[src/rtl/core/lap3_pkg.sv]
// shared types and constants for the 3x3 laplacian pixel filter
// no dependencies; every other file in rtl/core refers to it by scoped names

package lap3_pkg;

    // field widths
    localparam int PIX_W  = 8;
    localparam int POS_W  = 11;
    localparam int CFG_W  = 12;
    localparam int DATA_W = 32;
    localparam int ADDR_W = 4;

    // result queue sizing: one item can cause up to three results
    localparam int RES_MAX    = 3;
    localparam int FIFO_DEPTH = 8;
    localparam int FIFO_AW    = 3;
    localparam int FIFO_CW    = 4;

    // register reset values
    localparam int unsigned RESET_WIDTH  = 640;
    localparam int unsigned RESET_HEIGHT = 480;

    // register indexes (word address bits)
    localparam logic [1:0] REG_WIDTH  = 2'd0;
    localparam logic [1:0] REG_HEIGHT = 2'd1;
    localparam logic [1:0] REG_ALPHA  = 2'd2;

    // stored pixel, packed as B | G<<8 | R<<16 | A<<24
    typedef struct packed {
        logic [PIX_W-1:0] alpha;
        logic [PIX_W-1:0] red;
        logic [PIX_W-1:0] green;
        logic [PIX_W-1:0] blue;
    } pix_t;

    // per-item schedule decided at accept time
    typedef struct packed {
        logic             emit_a;    // pixel one row up, one column left
        logic             emit_b;    // right border pixel of the row above
        logic             emit_c;    // pixel itself on the bottom row
        logic             interior;  // emit_a pixel gets the kernel
        logic             last_col;
        logic [POS_W-1:0] row;
        logic [POS_W-1:0] col;
    } sched_t;

    // one result beat
    typedef struct packed {
        logic [PIX_W-1:0] blue;
        logic [PIX_W-1:0] green;
        logic [PIX_W-1:0] red;
        logic [PIX_W-1:0] alpha;
        logic [POS_W-1:0] row;
        logic [POS_W-1:0] col;
        logic             last;
    } result_t;

endpackage

[src/rtl/core/lap3_window.sv]
// 3x3 window: two stored columns plus the column from the line stores and the new pixel
// computes the kernel and the up to three result beats of an item; uses lap3_pkg

module lap3_window (
    input  logic                        clk,
    input  logic                        rst_n,
    input  logic                        step,
    input  lap3_pkg::sched_t            sched,
    input  lap3_pkg::pix_t              cur,
    input  lap3_pkg::pix_t              up,
    input  lap3_pkg::pix_t              mid,
    input  logic                        with_alpha,
    output lap3_pkg::result_t [2:0]     res,
    output logic [2:0]                  push
);

    localparam int PW = lap3_pkg::PIX_W;

    // 8 * centre minus the eight neighbours, clamped to 0..255
    function automatic logic [PW-1:0] kernel(input logic [PW-1:0] ctr,
                                             input logic [8*PW-1:0] nb);
        logic [PW+2:0]        sum;
        logic signed [PW+4:0] v;
        sum = '0;
        for (int i = 0; i < 8; i++)
        begin
            sum = sum + (PW+3)'(nb[i*PW +: PW]);
        end
        v = $signed({2'b00, ctr, 3'b000}) - $signed({2'b00, sum});
        if (v < 0)
        begin
            return '0;
        end
        else if (v > $signed((PW+5)'(255)))
        begin
            return '1;
        end
        return v[PW-1:0];
    endfunction

    // window columns: [0..2] oldest column, [3..5] next, top to bottom
    lap3_pkg::pix_t win_reg [6];
    lap3_pkg::pix_t ctr;
    lap3_pkg::pix_t px_a;
    logic [7:0]     alpha_mask;

    always_ff @(posedge clk or negedge rst_n)
    begin
        if (!rst_n)
        begin
            for (int i = 0; i < 6; i++)
            begin
                win_reg[i] <= '0;
            end
        end
        else if (step)
        begin
            win_reg[0] <= win_reg[3];
            win_reg[1] <= win_reg[4];
            win_reg[2] <= win_reg[5];
            win_reg[3] <= up;
            win_reg[4] <= mid;
            win_reg[5] <= cur;
        end
    end

    assign ctr = win_reg[4];

    // filtered or passed centre pixel
    always_comb
    begin
        px_a = ctr;
        if (sched.interior)
        begin
            px_a.blue  = kernel(ctr.blue,  {win_reg[0].blue,  win_reg[3].blue,  up.blue,
                                            win_reg[1].blue,  mid.blue,  win_reg[2].blue,
                                            win_reg[5].blue,  cur.blue});
            px_a.green = kernel(ctr.green, {win_reg[0].green, win_reg[3].green, up.green,
                                            win_reg[1].green, mid.green, win_reg[2].green,
                                            win_reg[5].green, cur.green});
            px_a.red   = kernel(ctr.red,   {win_reg[0].red,   win_reg[3].red,   up.red,
                                            win_reg[1].red,   mid.red,   win_reg[2].red,
                                            win_reg[5].red,   cur.red});
        end
    end

    assign alpha_mask = {8{with_alpha}};

    // result beats in emission order
    always_comb
    begin
        res[0].blue  = px_a.blue;
        res[0].green = px_a.green;
        res[0].red   = px_a.red;
        res[0].alpha = px_a.alpha & alpha_mask;
        res[0].row   = sched.row - lap3_pkg::POS_W'(1);
        res[0].col   = sched.col - lap3_pkg::POS_W'(1);
        res[0].last  = 1'b0;

        res[1].blue  = mid.blue;
        res[1].green = mid.green;
        res[1].red   = mid.red;
        res[1].alpha = mid.alpha & alpha_mask;
        res[1].row   = sched.row - lap3_pkg::POS_W'(1);
        res[1].col   = sched.col;
        res[1].last  = 1'b0;

        res[2].blue  = cur.blue;
        res[2].green = cur.green;
        res[2].red   = cur.red;
        res[2].alpha = cur.alpha & alpha_mask;
        res[2].row   = sched.row;
        res[2].col   = sched.col;
        res[2].last  = sched.last_col;
    end

    assign push = {sched.emit_c, sched.emit_b, sched.emit_a} & {3{step}};

endmodule

[config.mk]
export PLATFORM = sky130hd
export DESIGN_NAME = lap3_window
export DESIGN_NICKNAME = d
export VERILOG_FILES = /design/src/rtl/core/lap3_pkg.sv /design/src/rtl/core/lap3_window.sv
export SDC_FILE = /design/constraint.sdc
export NUM_CORES = 1
export LEC_CHECK = 0
export BUFFER_PORTS_ARGS = -buffer_cell sky130_fd_sc_hd__buf_2
export CAP_MARGIN = 20
export CELL_PAD_IN_SITES_DETAIL_PLACEMENT = 2
export CELL_PAD_IN_SITES_GLOBAL_PLACEMENT = 2
export CORE_MARGIN = 2
export CORE_UTILIZATION = 37
export CTS_CLUSTER_DIAMETER = 80
export DETAILED_ROUTE_END_ITERATION = 8
export PLACE_DENSITY_LB_ADDON = 0.3
export SLEW_MARGIN = 20
export SYNTH_ARGS = -nofsm -noshare
export SYNTH_HDL_FRONTEND = slang
export SYNTH_SLANG_ARGS = --single-unit
[constraint.sdc]
create_clock -name clk -period 25.7 [get_ports clk]
set_input_delay 7.71 -clock clk [delete_from_list [all_inputs] [get_ports clk]]
set_output_delay 7.71 -clock clk [all_outputs]
set_load 0.005 [all_outputs]
==> results_tabular.tex, run 1 <==
\begin{tabular}{lr}
\hline
Metric & Value \\
\hline
\multicolumn{2}{l}{\textbf{Route}} \\
1st-iter DRT viols & 216 \\
Drt first pass iters & 4 \\
Mean routed wirelength per cell & 18.0 um \\
ANT nets after route & 0 \\
Via/cell ratio & 4.85 \\
Total wirelength of the detailed-routed design & approximately 37000 um \\
Total number of vias & 9905 \\
Post-detailed-route DRC marker count & 0 \\
\multicolumn{2}{l}{\textbf{Yosys}} \\
Fraction of the yosys area taken by sequential cells & 28.4\% \\
Library cells used by synthesis & 60 \\
Cell Area, Synth & 0.0134 sq mm \\
Async S/R FF share, synth & 100\% \\
Count of flip-flops with a built-in enable after synthesis & 0 \\
Synthesized flop and latch total & 152 \\
Count of yosys warnings during synthesis & 0 \\
Most common flop cell mapped by yosys & sky130\_fd\_sc\_hd\_\_dfrtp\_1 \\
Gate count after technology mapping & 1401 \\
Syn\_area\_per\_cell & 9.56 sq um \\
\multicolumn{2}{l}{\textbf{Clock tree}} \\
Setup Fix Bufs, Post-CTS & 0 \\
Clk Latency, worst-skew pair & 0.46 ns \\
PostCTS Resize Cnt & 0 \\
Total number of clock tree sinks & $\sim$150 \\
Number of buffers inserted by hold repair at cts & 0 \\
CTS clock-pin slew for the worst setup and hold paths & 0.06 ns \\
Clock root buffer & sky130\_fd\_sc\_hd\_\_clkbuf\_16 \\
Clock tree buffer depth & 2 \\
H-tree depth & 4 \\
Clock tree from TritonCTS & yes \\
CTS Buf Count & 17 \\
\multicolumn{2}{l}{\textbf{STA}} \\
Least-Margin Pin Slew & about 0.96 ns \\
Setup Viol. Count Final & 0 \\
Tcrit/Tclk final & about 80\% \\
Final-report max-slew violation count & 0 \\
Total count of hold-check failures in the final report & 0 \\
RSZ-0062 raised after global routing & false \\
Post-layout minimum cycle time & 20.52 ns \\
Setup skew after layout & around 0.013 ns \\
Highest clock frequency the design can meet & $\sim$0.05 GHz \\
Total negative slack & 0 ns \\
Rel. slew slack & 36.1\% \\
\multicolumn{2}{l}{\textbf{Setup path}} \\
Largest delay share family, worst path & adder cells \\
Number of buffer and inverter instances along the worst setup path & 5 \\
R2R Setup Slk & about 25 ns \\
Cell type with the highest occurrence count on the critical path & sky130\_fd\_sc\_hd\_\_fa\_1 \\
CP endpoint kind & output pin \\
Arrival time of the worst setup path & 12.81 ns \\
CP required & 17.99 ns \\
Delay of the slowest cell on the worst path & 0.63 ns \\
Crit start category & input port \\
Cell at the slowest stage of the critical path & sky130\_fd\_sc\_hd\_\_a2111oi\_4 \\
Largest driver fanout on the critical path & 9 \\
Ordered list of cells on the worst path & buf\_2 > inv\_1 > fa\_1 > fa\_1 > fa\_1 > inv\_1 > fa\_1 > inv\_1 > ha\_1 > a21oi\_1 > o21ai\_2 > or4\_1 > and4\_4 > a2111oi\_4 > nor2\_2 > a211o\_1 > buf\_2 \\
Type of the setup path with the least slack & in -> out \\
\multicolumn{2}{l}{\textbf{Floorplan}} \\
Number of placed I/O pins & 295 \\
Rows & 69 \\
Die Width & just under 200 um \\
Floorplan die area & $\sim$0.038 sq mm \\
Die height & 194 um \\
Core box area & about 0.036 sq mm \\
Initial Util & between 30\% and 40\% \\
\multicolumn{2}{l}{\textbf{Final layout}} \\
Growth of design area from synthesis to finish & 13.0\% \\
Area of the multi-input gates & 0.00744 sq mm \\
Filler Cell Count & 3940 \\
Nets@finish & between 1500 and 2000 \\
Final design instance area without fill & 0.0151 sq mm \\
Fraction of final layout cells sized beyond drive strength 1 & 25.0\% \\
Flip-flop count of the largest register, all copies and words added & between 100 and 150 \\
Antenna diode instance count & 0 \\
Final Util & 42.5\% \\
Number of standard cells in the final layout excluding fillers & slightly above 2000 \\
Sequential cell area in the final layout & 0.00380 sq mm \\
\multicolumn{2}{l}{\textbf{Placed design}} \\
Count of input and output buffers & 282 \\
Post-placement cell area & 0.0145 sq mm \\
Placed Cells incl. Taps & 2011 \\
Final weighted congestion in routability-driven placement & around 0.79 \\
HPWL after detailed placement & 28400 um \\
\multicolumn{2}{l}{\textbf{Run status}} \\
Status & finished clean \\
\multicolumn{2}{l}{\textbf{GRT}} \\
Met2 Usage GRT & 37.1\% \\
Remaining global-route overflow & 0 \\
Global-route wire length before repair & between 60000 and 70000 um \\
Number of antenna violations at the first check in global routing & 2 \\
GR Layer Usage met1 & 24.7\% \\
Met3 layer usage reported by global route & 3.34\% \\
Global-route total usage across every layer & 20.3\% \\
Number of global-route vias before repair & 11451 \\
Pin count of the biggest net entering global routing & 95 \\
Layer with the highest usage after global routing & met2 \\
\multicolumn{2}{l}{\textbf{Worst hold path}} \\
Worst Hold Class & reg -> reg \\
\multicolumn{2}{l}{\textbf{Flow run}} \\
MaxCap Viol Count & 0 \\
\hline
\end{tabular}
## cells in the final DEF (no fill, tap or decap), types with 5 or more instances in the layout
cell type and count:
sky130_fd_sc_hd__o211ai_1 5, sky130_fd_sc_hd__nor3_1 8, sky130_fd_sc_hd__dfrtp_1 152, sky130_fd_sc_hd__nor2_1 20
sky130_fd_sc_hd__nand2_1 132, sky130_fd_sc_hd__clkinv_2 6, sky130_fd_sc_hd__xor2_1 20, sky130_fd_sc_hd__and3_2 5
sky130_fd_sc_hd__and3_1 7, sky130_fd_sc_hd__a21oi_1 30, sky130_fd_sc_hd__o21a_1 5, sky130_fd_sc_hd__and2_1 28
sky130_fd_sc_hd__nand3_1 13, sky130_fd_sc_hd__a31o_2 6, sky130_fd_sc_hd__a211o_1 12, sky130_fd_sc_hd__mux2_2 56
sky130_fd_sc_hd__buf_2 280, sky130_fd_sc_hd__a21o_1 8, sky130_fd_sc_hd__inv_1 332, sky130_fd_sc_hd__nor3b_1 5
sky130_fd_sc_hd__nand4_1 6, sky130_fd_sc_hd__o21ai_0 111, sky130_fd_sc_hd__fa_1 159, sky130_fd_sc_hd__nor4_1 7
sky130_fd_sc_hd__ha_1 59, sky130_fd_sc_hd__xnor2_1 22, sky130_fd_sc_hd__clkbuf_16 17
## logic make-up after synthesis
group	synth area share [%]
buf+inv	16.0
xor+xnor	2.75
flops	28.4
simple gates	9.05
other cells	0.0280
compound gates	9.73
fa+ha+maj	29.3
mux	4.71
## tightest hold or removal path, stage by stage, from the launching register on
cell and delay (ns):
sky130_fd_sc_hd__dfrtp_1 0.34, sky130_fd_sc_hd__nand2_1 0.05, sky130_fd_sc_hd__o21ai_0 0.06
## metal layers
metal	vias up	share of wire (%)
li1	4570	-
met1	5069	42
met2	228	52
met3	36	3.7
met4	2	1.7
met5	-	0.030
## path summary, 6_finish.rpt
kind / start / endpoint / cells after the start
setup / recovery: mid[4] / res[47] / 17
hold / removal: win_reg[6] / win_reg[102] / 2
setup reg to reg: ctr[8] / ctr[8] / 2
hold reg to reg: win_reg[6] / win_reg[102] / 2
max in group asynchronous: rst_n / win_reg[180] / 2
min in group asynchronous: rst_n / win_reg[177] / 1
## area by class of cell
| type | instances | area share (%) |
|---|---|---|
| tap | 461 | 3.81 |
| multi-input combinational | 779 | 49.2 |
| clock buffer | 19 | 2.93 |
| clock inverter | 13 | 1.01 |
| timing repair buffer | 286 | 9.63 |
| inverter | 333 | 8.27 |
| sequential | 152 | 25.2 |
## Yosys cell counts (all sizes together), types with 3 or more instances
| library cell | instances | area (sq um) |
|---|---|---|
| a21oi | 32 | 168 |
| inv | 332 | 1250 |
| nor4 | 7 | 43.8 |
| o211ai | 5 | 37.5 |
| a31o | 6 | 52.6 |
| nand4 | 6 | 37.5 |
| or4 | 4 | 30.0 |
| nand3 | 13 | 65.1 |
| buf | 107 | 782 |
| o21a | 5 | 37.5 |
| fa | 159 | 3180 |
| xnor2 | 22 | 193 |
| a211oi | 3 | 22.5 |
| and2 | 28 | 175 |
| dfrtp | 152 | 3800 |
| and3 | 12 | 81.3 |
| nor3b | 5 | 37.5 |
| o32ai | 3 | 26.3 |
| nor3 | 8 | 40.0 |
| ha | 59 | 738 |
| xor2 | 20 | 175 |
| a211o | 12 | 105 |
| nor2 | 22 | 87.6 |
| a21o | 9 | 68.8 |
| mux2 | 56 | 631 |
| nor2b | 3 | 18.8 |
| and4 | 5 | 50.1 |
| nand2 | 132 | 495 |
| clkbuf | 31 | 116 |
| o21ai | 114 | 574 |
## through the flow
step | hold WS, ns | setup WS (ns)
4_1_cts | 0.492 | 5.12
5_1_grt | 0.510 | 4.89
3_5_place_dp | 0.476 | 5.16
3_3_place_gp | 0.455 | 5.24
6_report | 0.485 | 5.18
2_1_floorplan | 0.450 | 5.92
Power of run 1 is not shown: default switching activity piles up to over one toggle a cycle in this logic, so the estimate is an artifact.
==> run 2, diff against run 1 <==
--- a/config.mk
+++ b/config.mk
@@ -10,7 +10,7 @@
 export CELL_PAD_IN_SITES_DETAIL_PLACEMENT = 2
 export CELL_PAD_IN_SITES_GLOBAL_PLACEMENT = 2
 export CORE_MARGIN = 2
-export CORE_UTILIZATION = 37
+export CORE_UTILIZATION = 31
 export CTS_CLUSTER_DIAMETER = 80
 export DETAILED_ROUTE_END_ITERATION = 8
 export PLACE_DENSITY_LB_ADDON = 0.3
==> constraint.sdc (replaced) <==
create_clock -name clk -period 17.6 [get_ports clk]
set_input_delay 5.28 -clock clk [delete_from_list [all_inputs] [get_ports clk]]
set_output_delay 5.28 -clock clk [all_outputs]
set_load 0.005 [all_outputs]
==> results_tabular.tex, run 2 (same netlist as run 1, synthesis figures left out) <==
\begin{tabular}{lr}
\hline
Metric & Value \\
\hline
\multicolumn{2}{l}{\textbf{Placed design}} \\
Count of input and output buffers & 282 \\
Final weighted congestion in routability-driven placement & $\sim$0.8 \\
HPWL after detailed placement & about 28000 um \\
\multicolumn{2}{l}{\textbf{Route}} \\
ANT nets after route & 0 \\
Total wirelength of the detailed-routed design & 34400 um \\
Post-detailed-route DRC marker count & 0 \\
Mean routed wirelength per cell & approximately 16 um \\
Total number of vias & 9761 \\
1st-iter DRT viols & 255 \\
Drt first pass iters & 4 \\
Via/cell ratio & approximately 4.5 \\
\multicolumn{2}{l}{\textbf{Final layout}} \\
Nets@finish & 1913 \\
Sequential cell area in the final layout & 0.00380 sq mm \\
Filler Cell Count & about 4800 \\
Area of the multi-input gates & roughly 0.0074 sq mm \\
Fraction of final layout cells sized beyond drive strength 1 & 24.9\% \\
Flip-flop count of the largest register, all copies and words added & 120 \\
Commonest non-fill, non-tap cell in the layout & sky130\_fd\_sc\_hd\_\_inv\_1 \\
Growth of design area from synthesis to finish & 13.8\% \\
Commonest cells after routing, fill and taps aside & sky130\_fd\_sc\_hd\_\_inv\_1, sky130\_fd\_sc\_hd\_\_buf\_2, sky130\_fd\_sc\_hd\_\_fa\_1 \\
\multicolumn{2}{l}{\textbf{STA}} \\
Total negative slack & 0 ns \\
RSZ-0062 raised after global routing & false \\
Total count of hold-check failures in the final report & 0 \\
Final-report max-slew violation count & 0 \\
Least-Margin Pin Slew & 0.945 ns \\
Highest clock frequency the design can meet & 0.0641 GHz \\
Tcrit/Tclk final & 88.7\% \\
Setup Viol. Count Final & 0 \\
Rel. slew slack & 37.0\% \\
Setup skew after layout & around 0.011 ns \\
Post-layout minimum cycle time & 15.61 ns \\
\multicolumn{2}{l}{\textbf{Setup path}} \\
Largest driver fanout on the critical path & 9 \\
CP required & 12.32 ns \\
Type of the setup path with the least slack & in -> out \\
CP endpoint kind & output pin \\
Crit start category & input port \\
Arrival time of the worst setup path & 10.33 ns \\
\multicolumn{2}{l}{\textbf{Clock tree}} \\
Clock root buffer & sky130\_fd\_sc\_hd\_\_clkbuf\_16 \\
Number of buffers inserted by hold repair at cts & 0 \\
Clock tree buffer depth & 2 \\
CTS clock-pin slew for the worst setup and hold paths & about 0.060 ns \\
Total number of clock tree sinks & 152 \\
Clk Latency, worst-skew pair & 0.48 ns \\
CTS Buf Count & 17 \\
PostCTS Resize Cnt & 0 \\
Clock tree from TritonCTS & yes \\
H-tree depth & 4 \\
Setup Fix Bufs, Post-CTS & 0 \\
\multicolumn{2}{l}{\textbf{Run status}} \\
Status & finished clean \\
\multicolumn{2}{l}{\textbf{Flow run}} \\
MaxCap Viol Count & 0 \\
\multicolumn{2}{l}{\textbf{Floorplan}} \\
Die Width & 212 um \\
Initial Util & 31.2\% \\
Core box area & 0.0429 sq mm \\
Die height & 212 um \\
Rows & between 70 and 80 \\
Floorplan die area & between 0.04 and 0.05 sq mm \\
Number of placed I/O pins & 295 \\
\multicolumn{2}{l}{\textbf{GRT}} \\
Pin count of the biggest net entering global routing & 108 \\
Number of global-route vias before repair & 10990 \\
Remaining global-route overflow & 0 \\
Global-route total usage across every layer & between 10\% and 20\% \\
Number of antenna violations at the first check in global routing & 1 \\
Global-route wire length before repair & 57300 um \\
\multicolumn{2}{l}{\textbf{Worst hold path}} \\
Worst Hold Class & reg -> reg \\
\hline
\end{tabular}
[run 2: area by class of cell]
| type | instances | share of cell area, % |
|---|---|---|
| flip-flops and latches | 152 | 25.0 |
| diodes | 2 | 0.0328 |
| clock inverters | 11 | 0.640 |
| clock buffers | 21 | 3.02 |
| inverters | 333 | 8.20 |
| multi-input cells | 779 | 48.8 |
| repair buffers | 285 | 9.51 |
| well taps | 585 | 4.80 |
[run 2: worst paths after layout]
path                             start            to  slack [ns]  cells after the start
hold reg to reg            win_reg[23]  win_reg[119]        0.48                      2
max in group asynchronous        rst_n  win_reg[136]       11.32                      2
min in group asynchronous        rst_n        ctr[7]        4.88                      1
hold / removal             win_reg[23]  win_reg[119]        0.48                      2
setup / recovery                mid[4]       res[47]        1.99                     17
setup reg to reg                ctr[8]        ctr[8]       16.50                      2
[run 2: metrics by stage]
stage	hold slack [ns]	utilization, %	area, sq um	cells	setup WS, ns
after floorplan	0.450	-	13400	1402	2.68
after global placement	0.458	34.2	14700	2134	2.08
after detailed placement	0.475	34.2	14700	2134	2.00
after CTS	0.492	35.5	15200	2166	1.97
after global routing	0.510	35.5	15200	2166	1.75
final	0.484	35.5	15200	2168	1.99
[run 2: worst max-delay path: stages]
cell                        delay [ns]
sky130_fd_sc_hd__buf_2            0.12
sky130_fd_sc_hd__inv_1            0.06
sky130_fd_sc_hd__fa_1             0.51
sky130_fd_sc_hd__fa_1             0.53
sky130_fd_sc_hd__fa_1             0.57
sky130_fd_sc_hd__inv_1            0.07
sky130_fd_sc_hd__fa_1             0.54
sky130_fd_sc_hd__inv_1            0.05
sky130_fd_sc_hd__ha_1             0.36
sky130_fd_sc_hd__a21oi_1          0.20
sky130_fd_sc_hd__o21ai_2          0.11
sky130_fd_sc_hd__or4_1            0.47
sky130_fd_sc_hd__and4_4           0.21
sky130_fd_sc_hd__a2111oi_4        0.58
sky130_fd_sc_hd__nor2_2           0.20
sky130_fd_sc_hd__a211o_1          0.32
sky130_fd_sc_hd__buf_2            0.14
[run 2: layer usage]
metal	wire (um)	GRT usage, %	vias to the layer above	part of all wire (%)
met5	7	0	-	0.020
met4	465	4.69	2	1.4
met3	1330	3.31	29	3.9
met2	17600	29.0	189	51
met1	15000	20.2	4969	44
li1	-	-	4572	-
Power of run 2 is left out for the same reason.
